===== src/rtl/core/imu_fd_pkg.sv =====
// ----------------------------------------------------------------------------
// imu_fd_pkg
// Constants and result type shared by the IMU frame deframer modules.
// ----------------------------------------------------------------------------
package imu_fd_pkg;

    localparam int FRAME_LEN = 34;
    localparam int FILL_W    = $clog2(FRAME_LEN + 1);

    localparam logic [7:0] HDR_FIRST  = 8'hAA;
    localparam logic [7:0] HDR_SECOND = 8'h55;

    localparam logic EVT_FRAME = 1'b0;
    localparam logic EVT_CSUM  = 1'b1;

    typedef struct packed {
        logic               event_res;
        logic [7:0]         msg_count;
        logic signed [31:0] gyro_x;
        logic signed [31:0] gyro_y;
        logic signed [31:0] gyro_z;
        logic signed [31:0] accel_x;
        logic signed [31:0] accel_y;
        logic signed [31:0] accel_z;
        logic signed [15:0] gyro_temperature;
        logic signed [15:0] accel_temperature;
        logic [7:0]         spare_byte;
    } t_result;

endpackage


===== src/rtl/core/imu_frame_deframer_top.sv =====
// ----------------------------------------------------------------------------
// imu_frame_deframer_top
// Finds 34-byte IMU frames (0xAA 0x55 header, additive checksum) in a byte
// stream and reports the decoded payload or a checksum error.
//
//   channel | direction | handshake                  | word
//   --------+-----------+----------------------------+------------------------
//   input   | in        | i_in_valid / o_in_stall    | i_rx_byte
//   output  | out       | o_out_valid / i_out_stall  | o_event_res .. o_spare_byte
//
// One byte is taken per cycle while o_in_stall is low; the result for the byte
// that completes the window is registered in the result register or the skid stage.
// Synchronous reset empties the window; no clearing pass is needed.
// A skid stage lets input continue for one result while output is stalled;
// o_in_stall rises only when both output stages are occupied.
// ----------------------------------------------------------------------------
module imu_frame_deframer_top
    import imu_fd_pkg::*;
(
    input  logic               i_clk,
    input  logic               i_rst_n,
    input  logic               i_in_valid,
    output logic               o_in_stall,
    input  logic [7:0]         i_rx_byte,
    output logic               o_out_valid,
    input  logic               i_out_stall,
    output logic               o_event_res,
    output logic [7:0]         o_msg_count,
    output logic signed [31:0] o_gyro_x,
    output logic signed [31:0] o_gyro_y,
    output logic signed [31:0] o_gyro_z,
    output logic signed [31:0] o_accel_x,
    output logic signed [31:0] o_accel_y,
    output logic signed [31:0] o_accel_z,
    output logic signed [15:0] o_gyro_temperature,
    output logic signed [15:0] o_accel_temperature,
    output logic [7:0]         o_spare_byte
);

    logic    in_accept;
    logic    res_valid;
    t_result res;
    t_result out_res;
    logic    buf_full;

    assign o_in_stall = buf_full;
    assign in_accept  = i_in_valid && !buf_full;

    imu_fd_window u_window (
        .i_clk       (i_clk),
        .i_rst_n     (i_rst_n),
        .i_push      (in_accept),
        .i_rx_byte   (i_rx_byte),
        .o_res_valid (res_valid),
        .o_res       (res)
    );

    imu_fd_outbuf u_outbuf (
        .i_clk       (i_clk),
        .i_rst_n     (i_rst_n),
        .i_push      (res_valid),
        .i_res       (res),
        .i_out_stall (i_out_stall),
        .o_out_valid (o_out_valid),
        .o_res       (out_res),
        .o_full      (buf_full)
    );

    assign o_event_res         = out_res.event_res;
    assign o_msg_count         = out_res.msg_count;
    assign o_gyro_x            = out_res.gyro_x;
    assign o_gyro_y            = out_res.gyro_y;
    assign o_gyro_z            = out_res.gyro_z;
    assign o_accel_x           = out_res.accel_x;
    assign o_accel_y           = out_res.accel_y;
    assign o_accel_z           = out_res.accel_z;
    assign o_gyro_temperature  = out_res.gyro_temperature;
    assign o_accel_temperature = out_res.accel_temperature;
    assign o_spare_byte        = out_res.spare_byte;

    a_stall_needs_out: assert property (@(posedge i_clk) disable iff (!i_rst_n)
        o_in_stall |-> o_out_valid)
        else $error("input stalled with empty result register");

    a_stall_cause: assert property (@(posedge i_clk) disable iff (!i_rst_n)
        $rose(o_in_stall) |-> $past(o_out_valid && i_out_stall))
        else $error("skid stage filled while output was free");

    a_csum_zero: assert property (@(posedge i_clk) disable iff (!i_rst_n)
        (res_valid && res.event_res == EVT_CSUM) |->
            (res.msg_count == 8'd0 && res.gyro_x == 32'sd0 && res.spare_byte == 8'd0))
        else $error("checksum error result carries payload");

    a_res_needs_accept: assert property (@(posedge i_clk) disable iff (!i_rst_n)
        res_valid |-> in_accept)
        else $error("result produced without an accepted byte");

endmodule


===== src/rtl/core/imu_fd_window.sv =====
// ----------------------------------------------------------------------------
// imu_fd_window
// Sliding byte window with running sum; detects header and checks the sum.
// ----------------------------------------------------------------------------
module imu_fd_window
    import imu_fd_pkg::*;
(
    input  logic       i_clk,
    input  logic       i_rst_n,
    input  logic       i_push,
    input  logic [7:0] i_rx_byte,
    output logic       o_res_valid,
    output t_result    o_res
);

    logic [7:0]        r_win [FRAME_LEN];
    logic [7:0]        n_win [FRAME_LEN];
    logic [FILL_W-1:0] r_fill;
    logic [FILL_W-1:0] n_fill;
    logic [7:0]        r_sum;
    logic [7:0]        n_sum;
    logic [7:0]        head_sum;
    logic              full_now;
    logic              was_full;
    logic              hdr_ok;
    logic              sum_ok;

    always_comb begin
        for (int k = 0; k < FRAME_LEN - 1; k++) begin
            n_win[k] = r_win[k + 1];
        end
        n_win[FRAME_LEN-1] = i_rx_byte;
    end

    assign was_full = (r_fill == FILL_W'(FRAME_LEN));
    assign head_sum = was_full ? (r_sum - r_win[0]) : r_sum;
    assign n_sum    = head_sum + i_rx_byte;
    assign n_fill   = was_full ? FILL_W'(FRAME_LEN) : (r_fill + FILL_W'(1));
    assign full_now = (n_fill == FILL_W'(FRAME_LEN));
    assign hdr_ok   = (n_win[0] == HDR_FIRST) && (n_win[1] == HDR_SECOND);
    assign sum_ok   = (head_sum == i_rx_byte);

    assign o_res_valid = i_push && full_now && hdr_ok;

    always_comb begin
        o_res = '0;
        if (sum_ok) begin
            o_res.event_res         = EVT_FRAME;
            o_res.msg_count         = n_win[3];
            o_res.gyro_x            = {n_win[7], n_win[6], n_win[5], n_win[4]};
            o_res.gyro_y            = {n_win[11], n_win[10], n_win[9], n_win[8]};
            o_res.gyro_z            = {n_win[15], n_win[14], n_win[13], n_win[12]};
            o_res.accel_x           = {n_win[19], n_win[18], n_win[17], n_win[16]};
            o_res.accel_y           = {n_win[23], n_win[22], n_win[21], n_win[20]};
            o_res.accel_z           = {n_win[27], n_win[26], n_win[25], n_win[24]};
            o_res.gyro_temperature  = {n_win[29], n_win[28]};
            o_res.accel_temperature = {n_win[31], n_win[30]};
            o_res.spare_byte        = n_win[32];
        end else begin
            o_res.event_res = EVT_CSUM;
        end
    end

    always_ff @(posedge i_clk) begin
        if (i_push) begin
            for (int k = 0; k < FRAME_LEN; k++) begin
                r_win[k] <= n_win[k];
            end
        end
    end

    always_ff @(posedge i_clk) begin
        if (!i_rst_n) begin
            r_fill <= '0;
            r_sum  <= '0;
        end else if (i_push) begin
            // drop the whole frame once it decodes cleanly
            if (full_now && hdr_ok && sum_ok) begin
                r_fill <= '0;
                r_sum  <= '0;
            end else begin
                r_fill <= n_fill;
                r_sum  <= n_sum;
            end
        end
    end

endmodule


===== src/rtl/core/imu_fd_outbuf.sv =====
// ----------------------------------------------------------------------------
// imu_fd_outbuf
// Result register with one skid stage for the output channel.
// ----------------------------------------------------------------------------
module imu_fd_outbuf
    import imu_fd_pkg::*;
(
    input  logic    i_clk,
    input  logic    i_rst_n,
    input  logic    i_push,
    input  t_result i_res,
    input  logic    i_out_stall,
    output logic    o_out_valid,
    output t_result o_res,
    output logic    o_full
);

    logic    r_out_valid;
    t_result r_out;
    logic    r_skid_valid;
    t_result r_skid;
    logic    out_free;

    assign out_free    = !r_out_valid || !i_out_stall;
    assign o_out_valid = r_out_valid;
    assign o_res       = r_out;
    assign o_full      = r_skid_valid;

    always_ff @(posedge i_clk) begin
        if (!i_rst_n) begin
            r_out_valid  <= 1'b0;
            r_skid_valid <= 1'b0;
        end else if (out_free) begin
            if (r_skid_valid) begin
                r_out_valid  <= 1'b1;
                r_skid_valid <= 1'b0;
            end else begin
                r_out_valid <= i_push;
            end
        end else if (i_push) begin
            r_skid_valid <= 1'b1;
        end
    end

    always_ff @(posedge i_clk) begin
        if (out_free) begin
            r_out <= r_skid_valid ? r_skid : i_res;
        end else if (i_push) begin
            r_skid <= i_res;
        end
    end

endmodule


===== config.mk =====
export PLATFORM = sky130hd
export DESIGN_NAME = imu_frame_deframer_top
export DESIGN_NICKNAME = d
export VERILOG_FILES = /design/src/rtl/core/imu_fd_pkg.sv /design/src/rtl/core/imu_frame_deframer_top.sv /design/src/rtl/core/imu_fd_window.sv /design/src/rtl/core/imu_fd_outbuf.sv
export SDC_FILE = /design/constraint.sdc
export NUM_CORES = 1
export LEC_CHECK = 0
export BUFFER_PORTS_ARGS = -buffer_cell sky130_fd_sc_hd__buf_2
export CAP_MARGIN = 20
export CORE_UTILIZATION = 64
export CTS_CLUSTER_DIAMETER = 40
export DETAILED_ROUTE_END_ITERATION = 8
export HOLD_SLACK_MARGIN = 0.02
export PLACE_DENSITY = 0.87
export SLEW_MARGIN = 10
export SYNTH_ARGS = -nofsm -noshare
export SYNTH_HDL_FRONTEND = slang
export SYNTH_SLANG_ARGS = --single-unit

===== constraint.sdc =====
create_clock -name i_clk -period 125.5 [get_ports i_clk]
set_input_delay 37.65 -clock i_clk [delete_from_list [all_inputs] [get_ports i_clk]]
set_output_delay 37.65 -clock i_clk [all_outputs]
set_load 0.01 [all_outputs]

==> results.cfg <==
[floorplan]
die-height_um = 215
dieWidth_um = 215
core-area_um2 = 44400
design.portCount = 255
initial_utilization = 0.651
num_rows = 77
die_ar_um2 = 46000

[sta]
fin_hold_ws_ns = 0.425
finalHoldViolCount = 0
slew-limit-headroom = 0.0398
max_freq_mhz = 24.3
finalCriticalPeriod_ns = 41.20
rsz0062_at_grt = false
final_report_setup_violation_count = 0
timing.final.max_slew_violations = 0
final_worst_slack_ns = 84.30
final_min_period_over_clock_period = 0.328
pin_slew_with_the_least_headroom_to_its_limit_ns = 1.44
timing.clock.skew_ns = 0.0314
tns_ns = 0

[synth]
yosysSeqAreaShare = 0.794
synth_seq_cells = 770
synth-edff-count = 754
synth.top_cells.by_area = edfxtp_1 78%, mux2_2 9.4%, and2_1 5.3%, dfxtp_1 1.1%, buf_6 0.82%
synth_area_um2 = 28900
synth_top_area_frac = 0.783
ys_types = 48
synthesis.yosys.warnings = 0
synth_cells = 1510
post_synth_top_area_cell = edfxtp_1
synth_async_sr_flop_share = 0
synth_ff_type = edfxtp_1
avgSynthCellArea_um2 = 19.1
syn-num-nets = 1542

[detailed_routing]
initialDrtViolationCount = 1212
wl_per_cell_um = 22.5
drt-pass1-iter-count = 5
vias_per_cell = 5.73
postRouteAntennaNets = 0
routed-via-count = 14125
remaining_drc_errors = 0
detail_route.wirelength_mm = 55.5

[setup_path]
arrival_ns = 41.68
cp-start-kind = primary input
rr_startpoint = u_window.r_win[0][0]
timing.rr.end = u_outbuf.o_res[190]
rrSetupSlack_ns = 119.48
r2r.worst_path.cells = 19
timing.setup.critical_path_class = in2reg
largest_fanout_of_any_net_on_the_critical_path = 118
critical_path_required_ns = 125.99
setup.worst_path.end_class = register

[power]
share_clk_of_total_power = 0.461
part_of_the_power_in_combinational_logic = 0.018
cellInternalPower_mw = 0.445
power_per_cell_area_nw_per_um2 = 16.5
p_seq_frac = 0.522
p_switching_mw = 0.111
ir_drop_uv = 11.4
netSwitchingFraction = 0.200
power_mw = 0.556
p_leak_nw = 13.0

[placed_design]
place_hpwl_mm = 31.1
placed_cells = 2307
port_buffers = 254
place_area_um2 = 30700
gp_congestion = 0.864
pre_cts_ws_ns = 83.76

[global_routing]
grt_first_pass_wirelength_mm = 85.0
grt_remaining_overflow = 0
grt_antenna_before_repair = 0
grt_max_degree = 176
grt_pass1_vias = 14559
groute.usage.overall = 0.244

[cells_and_area]
fillerInstances = 2385
area.growth.synth_to_final_pct = 16.3
layout.cell_area.non_filler_um2 = 33600
layout_commonest_cell = edfxtp_1
finish.net_count = 1836
most-common-layout-cells = 754 x edfxtp_1, 254 x buf_2, 245 x and2_1, 241 x mux2_2, 88 x clkbuf_16
antennaDiodeCount = 0
final_cell_count_no_fill = 2465
drive_gt1_frac = 0.348
final_core_util = 0.757

[hold_path]
worstHoldEndpoint = u_window.r_win[27][7]
timing.hold.worst.start = u_window.r_win[28][7]
hold_path.class = reg2reg
hold_path_depth = 0

[clock_network]
cts_sinks = 770
cts-root-buf = clkbuf_16
tritoncts_clock_tree = built
worst_case_clock_buffer_depth = 3
clkTransAtPathRegs_ns = 0.06
clk_latency_worst_skew_pair_ns = 0.62
h-tree-depth = 3
ctsResizeCount = 0
numCtsBuffers = 86
postCtsSetupBuffers = 0
ctsHoldBuffers = 0

[job]
drv.max_cap_violation_count = 0

[outcome]
run_status = finished clean
-- worst max-delay path, cell delays in order --
cell and delay, ns:
buf_2 0.13, ha_1 0.31, nor4_1 0.47, nand4_1 0.24, nor3_1 0.18, mux2i_1 0.14, nand3_4 0.39, buf_4 0.86
buf_4 0.72, and2_1 0.28, mux2_2 0.18
-- cell type report --
cell class | count | area (um2) | share of cell area
Multi-Input combinational cell | 662 | 5520 | 0.164
Sequential cell | 770 | 23000 | 0.683
Tap cell | 592 | 741 | 0.0220
Clock buffer | 98 | 2240 | 0.0666
Inverter | 17 | 71.3 | 0.00212
Clock inverter | 59 | 681 | 0.0202
Timing Repair Buffer | 267 | 1400 | 0.0417
-- worst max-delay path by stage --
stage	from	end	slack, ns	cells after the start
floorplan	i_out_stall	u_outbuf.r_skid[0]	58.24	2
global placement	i_rx_byte[1]	u_outbuf.o_res[15]	83.79	11
detailed placement	i_rx_byte[1]	u_outbuf.o_res[168]	83.76	11
CTS	i_rx_byte[1]	u_outbuf.o_res[190]	84.35	11
global route	i_rx_byte[1]	u_outbuf.o_res[168]	83.98	11
finish	i_rx_byte[1]	u_outbuf.o_res[190]	84.30	11
-- cell usage after synthesis, types with 3 or more instances --
master	count
edfxtp_1	754
and2_1	245
mux2_2	241
clkbuf_1	38
nand2_1	26
buf_6	21
ha_1	18
dfxtp_1	16
inv_1	16
o21ai_0	11
a21oi_1	9
nor2_1	8
xor2_1	8
nand3_1	7
nor3_1	7
xnor2_1	7
a21boi_1	6
nand2b_1	6
o211ai_1	6
mux2i_1	5
nand4_1	5
nor2b_1	5
a21boi_0	3
a21o_1	3
nor3b_1	3
nor4_1	3
-- state kept, by name (all words and copies together), names as in the netlist --
| signal | count |
|---|---|
| u_window.r_fill | 6 |
| u_window.r_sum | 8 |
| u_outbuf.o_out_valid | 1 |
| u_outbuf.o_res | 241 |
| u_window.r_win | 272 |
| u_outbuf.r_skid | 241 |
| u_outbuf.o_full | 1 |
-- cells by family (layout without fill, tap and decap cells) --
| kind of cell | count (synthesis) | after routing | synth area share |
|---|---|---|---|
| compound gates | 55 | 55 | 0.0130 |
| xor+xnor | 15 | 15 | 0.00454 |
| fa+ha+maj | 20 | 20 | 0.00917 |
| buf+inv | 78 | 441 | 0.0157 |
| flops | 770 | 770 | 0.794 |
| mux | 246 | 246 | 0.0956 |
| simple gates | 326 | 326 | 0.0679 |
-- layer usage --
layer | vias up | GRT usage | share of wire
li1 | 6329 | - | -
met1 | 7150 | 0.338 | 0.42
met2 | 547 | 0.379 | 0.48
met3 | 99 | 0.0616 | 0.075
met4 | 0 | 0.0914 | 0.027
met5 | - | 0 | 0
-- power groups by stage --
stage          Sequential, mW  Combinational (mW)  Clock [mW]
3_3_place_gp            0.295             0.00955           0
5_1_grt                 0.291              0.0109       0.270
4_1_cts                 0.290             0.00990       0.260
6_report                0.290             0.00992       0.256
3_5_place_dp            0.295             0.00979           0
2_1_floorplan           0.295             0.00697           0
No activity file was read; power rests on OpenSTA's default activity.
